## config.mk

```make
export PLATFORM = sky130hd
export DESIGN_NAME = script_push_tokenizer_unit_flat
export DESIGN_NICKNAME = d
export VERILOG_FILES = /design/src/rtl/core/spt_pkg.sv /design/src/rtl/core/spt_byte_if.sv /design/src/rtl/core/spt_tok_if.sv /design/src/rtl/core/script_push_tokenizer_unit.sv /design/src/rtl/core/spt_classifier.sv /design/src/flat_wrapper.sv
export SDC_FILE = /design/constraint.sdc
export NUM_CORES = 1
export LEC_CHECK = 0
export ABC_AREA = 1
export BUFFER_PORTS_ARGS = -buffer_cell sky130_fd_sc_hd__clkbuf_2
export CAP_MARGIN = 20
export CORE_UTILIZATION = 55
export CTS_BUF_LIST = sky130_fd_sc_hd__clkbuf_8
export DETAILED_ROUTE_END_ITERATION = 8
export PLACE_DENSITY_LB_ADDON = 0.2
export RECOVER_POWER = 50
export SKIP_CTS_REPAIR_TIMING = 1
export SYNTH_ARGS = -nofsm -noshare
export SYNTH_HDL_FRONTEND = slang
export SYNTH_SLANG_ARGS = --single-unit
```

## constraint.sdc

```tcl
create_clock -name clk -period 6.35 [get_ports clk]
set_input_delay 1.27 -clock clk [delete_from_list [all_inputs] [get_ports clk]]
set_output_delay 1.27 -clock clk [all_outputs]
set_load 0.01 [all_outputs]
```

## src/rtl/core/spt_pkg.sv

```systemverilog
// Shared types and constants of the script push tokenizer.
package spt_pkg;

	localparam logic [7:0] PUSH_DIRECT_MAX = 8'd75;
	localparam logic [7:0] OP_PUSHDATA1    = 8'd76;
	localparam logic [7:0] OP_PUSHDATA2    = 8'd77;
	localparam logic [7:0] VARINT_16       = 8'hFD;
	localparam logic [7:0] VARINT_32       = 8'hFE;

	typedef enum logic [2:0] {
		KIND_PREFIX  = 3'd0,
		KIND_PLAIN   = 3'd1,
		KIND_PUSHOP  = 3'd2,
		KIND_PUSHLEN = 3'd3,
		KIND_DATA    = 3'd4
	} spt_kind_t;

	typedef enum logic [2:0] {
		PH_PREFIX      = 3'd0,
		PH_PREFIX_MORE = 3'd1,
		PH_OPCODE      = 3'd2,
		PH_PUSHLEN     = 3'd3,
		PH_DATA        = 3'd4
	} spt_phase_t;

	typedef struct packed {
		spt_phase_t  phase;
		logic [3:0]  prefix_left;
		logic [3:0]  prefix_idx;
		logic [31:0] len_acc;
		logic [31:0] script_left;
		logic [1:0]  plen_left;
		logic [15:0] push_left;
		logic        wide;
	} spt_state_t;

	typedef struct packed {
		spt_kind_t  kind;
		logic [7:0] value;
		logic       push_last;
		logic       script_last;
		logic       overrun;
	} spt_result_t;

	localparam spt_state_t STATE_RESET = '{
		phase: PH_PREFIX, prefix_left: 4'd0, prefix_idx: 4'd0, len_acc: 32'd0,
		script_left: 32'd0, plen_left: 2'd0, push_left: 16'd0, wide: 1'b0
	};

endpackage

```

## src/rtl/core/spt_byte_if.sv

```systemverilog
// Channel that carries raw script bytes.
interface spt_byte_if;
	logic       valid;
	logic       ready;
	logic [7:0] in_byte;

	modport source(output valid, output in_byte, input ready);
	modport sink(input valid, input in_byte, output ready);
endinterface

```

## src/rtl/core/spt_tok_if.sv

```systemverilog
// Channel that carries tagged script bytes.
interface spt_tok_if;
	logic       valid;
	logic       ready;
	logic [2:0] byte_kind;
	logic [7:0] byte_value;
	logic       push_last;
	logic       script_last;
	logic       overrun;

	modport source(output valid, output byte_kind, output byte_value, output push_last,
		output script_last, output overrun, input ready);
	modport sink(input valid, input byte_kind, input byte_value, input push_last,
		input script_last, input overrun, output ready);
endinterface

```

## src/rtl/core/script_push_tokenizer_unit.sv

```systemverilog
// Top level of the script push tokenizer: input stage, parser state and result register.
//
// Tags a serialized script stream at one byte per clock, sustained while tokens
// is not stalled. Every byte accepted on bytes produces exactly one beat on
// tokens: the byte is first held in the input register, then classified against
// the parser state and written to the result register. The parser state (varint
// prefix, script byte count, push length and count) is updated in the same cycle
// the byte moves into the result register, so the rate is set by that single
// state loop and is one byte per cycle. A stall on tokens holds both stages; up
// to two bytes are in flight.
module script_push_tokenizer_unit
	import spt_pkg::*;
(
	input  logic    clk,
	input  logic    arst_n,
	spt_byte_if.sink   bytes,
	spt_tok_if.source  tokens
);

	logic        valid_s1;
	logic [7:0]  byte_s1;
	logic        tok_valid_q;
	spt_result_t tok_q;
	spt_state_t  state_q;
	spt_state_t  state_nxt;
	spt_result_t res;
	logic        advance;

	assign advance     = valid_s1 && (!tok_valid_q || tokens.ready);
	assign bytes.ready = !valid_s1 || advance;

	spt_classifier u_classifier (
		.cur     (state_q),
		.in_byte (byte_s1),
		.nxt     (state_nxt),
		.res     (res)
	);

	always_ff @(posedge clk or negedge arst_n) begin
		if (!arst_n) begin
			valid_s1    <= 1'b0;
			tok_valid_q <= 1'b0;
			state_q     <= STATE_RESET;
		end else begin
			if (bytes.ready) begin
				valid_s1 <= bytes.valid;
			end
			if (advance) begin
				tok_valid_q <= 1'b1;
				state_q     <= state_nxt;
			end else if (tokens.ready) begin
				tok_valid_q <= 1'b0;
			end
		end
	end

	always_ff @(posedge clk) begin
		if (bytes.ready && bytes.valid) begin
			byte_s1 <= bytes.in_byte;
		end
		if (advance) begin
			tok_q <= res;
		end
	end

	assign tokens.valid       = tok_valid_q;
	assign tokens.byte_kind   = tok_q.kind;
	assign tokens.byte_value  = tok_q.value;
	assign tokens.push_last   = tok_q.push_last;
	assign tokens.script_last = tok_q.script_last;
	assign tokens.overrun     = tok_q.overrun;

	// A push can only end on a data byte.
	a_push_last_data: assert property (@(posedge clk) disable iff (!arst_n)
		tokens.valid && tokens.push_last |-> tokens.byte_kind == KIND_DATA)
		else $error("push_last on a byte that is not push data");

	// The last script byte always returns the parser to the length prefix.
	a_script_end_phase: assert property (@(posedge clk) disable iff (!arst_n)
		advance && res.script_last |=> state_q.phase == PH_PREFIX)
		else $error("parser did not return to the prefix after script end");

	// While inside the script body there must be script bytes left to count.
	a_body_count: assert property (@(posedge clk) disable iff (!arst_n)
		(state_q.phase == PH_OPCODE || state_q.phase == PH_PUSHLEN
			|| state_q.phase == PH_DATA) |-> state_q.script_left != 32'd0)
		else $error("script body phase with no bytes left");

	// A data phase always has at least one push byte outstanding.
	a_data_count: assert property (@(posedge clk) disable iff (!arst_n)
		state_q.phase == PH_DATA |-> state_q.push_left != 16'd0)
		else $error("data phase with an empty push");

	// The result register only changes on a completed output beat or an empty slot.
	a_result_hold: assert property (@(posedge clk) disable iff (!arst_n)
		tok_valid_q && !tokens.ready |=> tok_valid_q && $stable(tok_q))
		else $error("stalled result register changed");

endmodule

```

## src/rtl/core/spt_classifier.sv

```systemverilog
// Next-state and tag logic for one script byte.
module spt_classifier
	import spt_pkg::*;
(
	input  spt_state_t  cur,
	input  logic [7:0]  in_byte,
	output spt_state_t  nxt,
	output spt_result_t res
);

	logic [31:0] acc_new;
	logic [31:0] sl;
	logic        ends;
	logic [3:0]  pleft_new;
	logic [1:0]  plen_new;
	logic [15:0] plen_val;
	logic [15:0] pdata_new;

	always_comb begin
		nxt             = cur;
		res.kind        = KIND_PREFIX;
		res.value       = in_byte;
		res.push_last   = 1'b0;
		res.script_last = 1'b0;
		res.overrun     = 1'b0;
		acc_new         = cur.len_acc;
		sl              = cur.script_left - 32'd1;
		ends            = (sl == 32'd0);
		pleft_new       = cur.prefix_left - 4'd1;
		plen_new        = cur.plen_left - 2'd1;
		plen_val        = (cur.plen_left == 2'd2 || !cur.wide) ? {8'd0, in_byte}
			: {in_byte, cur.push_left[7:0]};
		pdata_new       = cur.push_left - 16'd1;

		unique case (cur.phase)
			PH_PREFIX: begin
				if (in_byte < VARINT_16) begin
					nxt.len_acc     = {24'd0, in_byte};
					nxt.script_left = {24'd0, in_byte};
					if (in_byte == 8'd0) begin
						res.script_last = 1'b1;
						nxt.phase       = PH_PREFIX;
					end else begin
						nxt.phase = PH_OPCODE;
					end
				end else begin
					nxt.prefix_left = (in_byte == VARINT_16) ? 4'd2
						: (in_byte == VARINT_32) ? 4'd4 : 4'd8;
					nxt.prefix_idx  = 4'd0;
					nxt.len_acc     = 32'd0;
					nxt.phase       = PH_PREFIX_MORE;
				end
			end
			PH_PREFIX_MORE: begin
				// Bytes past the low four only matter when nonzero: they saturate.
				if (cur.prefix_idx < 4'd4) begin
					acc_new = cur.len_acc | ({24'd0, in_byte} << {cur.prefix_idx[1:0], 3'b000});
				end else if (in_byte != 8'd0) begin
					acc_new     = 32'hFFFF_FFFF;
					res.overrun = 1'b1;
				end
				nxt.len_acc     = acc_new;
				nxt.prefix_idx  = cur.prefix_idx + 4'd1;
				nxt.prefix_left = pleft_new;
				if (pleft_new == 4'd0) begin
					nxt.script_left = acc_new;
					if (acc_new == 32'd0) begin
						res.script_last = 1'b1;
						nxt.phase       = PH_PREFIX;
					end else begin
						nxt.phase = PH_OPCODE;
					end
				end
			end
			PH_OPCODE, PH_PUSHLEN, PH_DATA: begin
				nxt.script_left = sl;
				if (cur.phase == PH_OPCODE) begin
					if (in_byte >= 8'd1 && in_byte <= PUSH_DIRECT_MAX) begin
						res.kind      = KIND_PUSHOP;
						nxt.push_left = {8'd0, in_byte};
						res.overrun   = ({24'd0, in_byte} > sl);
						nxt.phase     = PH_DATA;
					end else if (in_byte == OP_PUSHDATA1 || in_byte == OP_PUSHDATA2) begin
						res.kind      = KIND_PUSHOP;
						nxt.wide      = (in_byte == OP_PUSHDATA2);
						nxt.plen_left = (in_byte == OP_PUSHDATA2) ? 2'd2 : 2'd1;
						nxt.push_left = 16'd0;
						res.overrun   = ends;
						nxt.phase     = PH_PUSHLEN;
					end else begin
						res.kind = KIND_PLAIN;
					end
				end else if (cur.phase == PH_PUSHLEN) begin
					res.kind      = KIND_PUSHLEN;
					nxt.push_left = plen_val;
					nxt.plen_left = plen_new;
					if (plen_new == 2'd0) begin
						res.overrun = ({16'd0, plen_val} > sl);
						nxt.phase   = (plen_val == 16'd0) ? PH_OPCODE : PH_DATA;
					end else begin
						res.overrun = ends;
					end
				end else begin
					res.kind      = KIND_DATA;
					nxt.push_left = pdata_new;
					res.push_last = (pdata_new == 16'd0) || ends;
					if (pdata_new == 16'd0) begin
						nxt.phase = PH_OPCODE;
					end
				end
				if (ends) begin
					res.script_last = 1'b1;
					nxt.phase       = PH_PREFIX;
					nxt.plen_left   = 2'd0;
					nxt.push_left   = 16'd0;
					nxt.wide        = 1'b0;
				end
			end
			default: begin
				nxt = STATE_RESET;
			end
		endcase
	end

endmodule

```

## src/flat_wrapper.sv

```systemverilog
// flat-port wrapper written by rule: the top's interface ports become plain ports
module script_push_tokenizer_unit_flat import spt_pkg::*;
  (clk, arst_n, bytes_valid, bytes_in_byte, bytes_ready, tokens_valid, tokens_byte_kind, tokens_byte_value, tokens_push_last, tokens_script_last, tokens_overrun, tokens_ready);
  spt_byte_if bytes_i ();
  spt_tok_if tokens_i ();
  input  logic clk;
  input  logic arst_n;
  input wire logic [$bits(bytes_i.valid)-1:0] bytes_valid;
  input wire logic [$bits(bytes_i.in_byte)-1:0] bytes_in_byte;
  output wire logic [$bits(bytes_i.ready)-1:0] bytes_ready;
  output wire logic [$bits(tokens_i.valid)-1:0] tokens_valid;
  output wire logic [$bits(tokens_i.byte_kind)-1:0] tokens_byte_kind;
  output wire logic [$bits(tokens_i.byte_value)-1:0] tokens_byte_value;
  output wire logic [$bits(tokens_i.push_last)-1:0] tokens_push_last;
  output wire logic [$bits(tokens_i.script_last)-1:0] tokens_script_last;
  output wire logic [$bits(tokens_i.overrun)-1:0] tokens_overrun;
  input wire logic [$bits(tokens_i.ready)-1:0] tokens_ready;
  assign bytes_i.valid = bytes_valid;
  assign bytes_i.in_byte = bytes_in_byte;
  assign bytes_ready = bytes_i.ready;
  assign tokens_valid = tokens_i.valid;
  assign tokens_byte_kind = tokens_i.byte_kind;
  assign tokens_byte_value = tokens_i.byte_value;
  assign tokens_push_last = tokens_i.push_last;
  assign tokens_script_last = tokens_i.script_last;
  assign tokens_overrun = tokens_i.overrun;
  assign tokens_i.ready = tokens_ready;
  script_push_tokenizer_unit u_core (.clk(clk), .arst_n(arst_n), .bytes(bytes_i), .tokens(tokens_i));
endmodule
```

==> flow_summary.ini <==
[clock_network]
cts_buffers = 17
clk_pin_slew_ns = 0.08
clk_path_buf_depth = 2
clockRootBuffer = clkbuf_8
cts_tree = yes
clock_sinks = 118
h-tree-depth = 4
clkLatencyLatePin_ns = 0.46

[placement]
dp_hpwl_um = 17500
gp_congestion = 0.944
portBuffers = 27

[route]
drt-initial-drc-count = 900
viasPerCell = 5.77
drtPass1Iterations = 6
route.vias.total = 8176
ant_nets = 0
wire_per_inst_um = 16.9
drc = 0
routed_wl_um = 24000

[run_status]
status = finished with violations
violations = max-capacitance violations, max-slew violations

[yosys]
avgSynthCellArea_um2 = 6.94
ys_async_sr_fraction = 0.814
synth.top_cell.area_share = 0.287
yosys_warnings = 0
netlist_top_cells_count = nand2_1 (335), nor2_1 (173), inv_1 (117)
syn_nets = 1250
synth-seq-cells = 118
ys.flop_type = dfrtp_1
yosysSeqAreaShare = 0.366
synth_edf_count = 22
synth_area_um2 = 8360
synth.area.top_cells = dfrtp_1 (29%), nand2_1 (15%), edfxtp_1 (7.9%)
synth.most_common_cell = nand2_1
yosysUniqueCellTypes = 48
yosysTopAreaCell = dfrtp_1
netlist_instances = 1205

[worst_setup_path]
cp_cell_sequence = clkbuf_1, clkbuf_2
slowest_delay_ns = 1.67
critPathKind = in2async
crit_family = buffers and inverters
path_max_fanout = 54
cp.required_ns = 6.69
cp.arrival_ns = 4.27
worst_path_max_delay_cell = clkbuf_1
start_kind = input port
critPathCaptureType = asynchronous set/reset pin
path_buf_inv = 2

[timing]
tns_ns = 0
holdWs_ns = 0.492
fin_crit_sh = 0.620
tightest_slew_ns = 2.40
final_hold_viol_count = 0
min_period_ns = 3.94
fmax_ghz = 0.254
slew_headroom = -0.598
drv_slew = 44
setup_viol = 0
rsz0062_at_grt = false
clock_skew_ns = 0.0113

[power_and_ir_drop]
p_seq_frac = 0.224
combPwrFrac = 0.636
p_int_mw = 2.40
p_per_area_nw_per_um2 = 590
p_sw_frac = 0.551
vdd_ir_drop_max_mv = 0.269
p_leak_nw = 4.44
p_switching_mw = 2.95
clkPwrFrac = 0.140

[layout]
syn2layout_area_growth_pct = 8.31
layout-drive-gt1-share = 0.0925
postLayoutCoreUtil = 0.616
final_nets = 1265

[run]
max_cap_viol_count = 1

[floorplanning]
core_area_um2 = 14700
dieArea_um2 = 15700
io_pins = 28
die_h_um = 125
die_w_um = 125
initial_core_util = 0.569
core.rowCount = 44

[grt]
globalRouteOverflowTotal = 0
antenna_found_initial = 1
grt_max_degree = 59
grt_first_pass_wirelength_um = 38500
grtUsageTotal = 0.318
grt_pass1_vias = 7267

[worst_hold_path]
hold_class = reg2reg
-- cells by family after synthesis --
kind of cell,after synthesis,share of synthesized area
AO/OA/AOI/OAI,199,0.129
XOR/XNOR,23,0.0259
adder cells (fa/ha/maj),33,0.0494
buffers and inverters,160,0.0748
flip-flops,118,0.366
multiplexers,6,0.00718
AND/OR/NAND/NOR,666,0.348
-- registers in the layout, summed over array words and instances (netlist names) --
signal / cells
u_core.valid_s1: 1
u_core.tokens.byte_kind: 3
u_core.tokens.script_last: 1
u_core.tokens.overrun: 1
u_core.tokens.byte_value: 8
u_core.tokens.valid: 1
u_core.tokens.push_last: 1
u_core.byte_s1: 8
u_core.state_q: 94
-- path summary, 6_finish.rpt --
path / start / end / slack (ns) / cells past startpoint
setup reg to reg: u_core.state_q[91]$_DFFE_PN0P_ / u_core.state_q[79]$_DFFE_PN0P_ / 2.74 / 10
hold reg to reg: u_core.state_q[51]$_DFFE_PN0P_ / u_core.state_q[51]$_DFFE_PN0P_ / 0.49 / 2
setup / recovery: arst_n / u_core.state_q[81]$_DFFE_PN0P_ / 2.41 / 2
max in group clk: u_core.state_q[91]$_DFFE_PN0P_ / u_core.state_q[79]$_DFFE_PN0P_ / 2.74 / 10
hold / removal: u_core.state_q[51]$_DFFE_PN0P_ / u_core.state_q[51]$_DFFE_PN0P_ / 0.49 / 2
min in group asynchronous: arst_n / u_core.state_q[16]$_DFFE_PN0P_ / 1.53 / 1
-- worst reg2reg max path, delay by kind of cell, from the launching register on --
family	cells	cell delay (ns)
AO/OA/AOI/OAI	1	0.48
buffers and inverters	5	2.13
flip-flops	1	0.40
AND/OR/NAND/NOR	4	0.50
-- metal layers --
layer | track usage | wire (um) | up-vias
met1 | 0.463 | 10900 | 3801
met3 | 0.0629 | 2060 | 44
met5 | 0 | 0 | -
met4 | 0.0968 | 456 | 0
met2 | 0.477 | 10600 | 368
li1 | - | - | 3963
-- cell type report --
cell class	count	area [um^2]
clock buffers	17	234
multi-input cells	927	4680
fillers	1380	5640
flip-flops and latches	118	3060
inverters	122	459
diodes	1	2.50
repair buffers	34	204
clock inverters	15	183
well taps	184	230
-- power groups by stage --
stage                     registers, mW  logic [mW]  clock network (mW)
after floorplan                    1.14        2.54                   0
after global placement             1.20        3.25                   0
after detailed placement           1.20        3.29                   0
after CTS                          1.19        3.31               0.755
after global routing               1.22        3.79               0.791
final                              1.20        3.40               0.749
-- layout by cell type, fill, tap and decap left out, drive strengths merged --
cell type | Yosys | layout
o21ai | 136 | 136
nor2 | 190 | 190
nor3 | 28 | 28
inv | 118 | 128
ha | 33 | 33
clkbuf | 26 | 45
a21oi | 29 | 29
clkinv | 4 | 7
and2 | 1 | 1
edfxtp | 22 | 22
nand3b | 9 | 9
o221ai | 1 | 1
o31ai | 3 | 3
a21boi | 1 | 1
mux2i | 6 | 6
bufinv | 0 | 2
a31oi | 2 | 2
xnor2 | 3 | 3
nand3 | 53 | 53
nor4 | 7 | 7
o22ai | 10 | 10
a211oi | 1 | 1
o211ai | 13 | 13
dfrtp | 96 | 96
diode | 0 | 1
xor2 | 20 | 20
or2 | 12 | 12
o2111ai | 2 | 2
nand4 | 19 | 19
buf | 12 | 6
nor3b | 1 | 1
a22o | 1 | 1
and3 | 1 | 1
nand2 | 345 | 345
-- stage by stage --
step,power [mW],instance area (um^2),worst slack [ns],cells
floorplan,3.68,8360,3.63,1205
detailed placement,4.49,8610,2.77,1383
global route,5.80,9050,1.70,1417
global placement,4.45,8610,2.86,1383
CTS,5.26,9030,2.78,1415
finish,5.35,9050,2.41,1418
(Power assumes the default switching activity.)
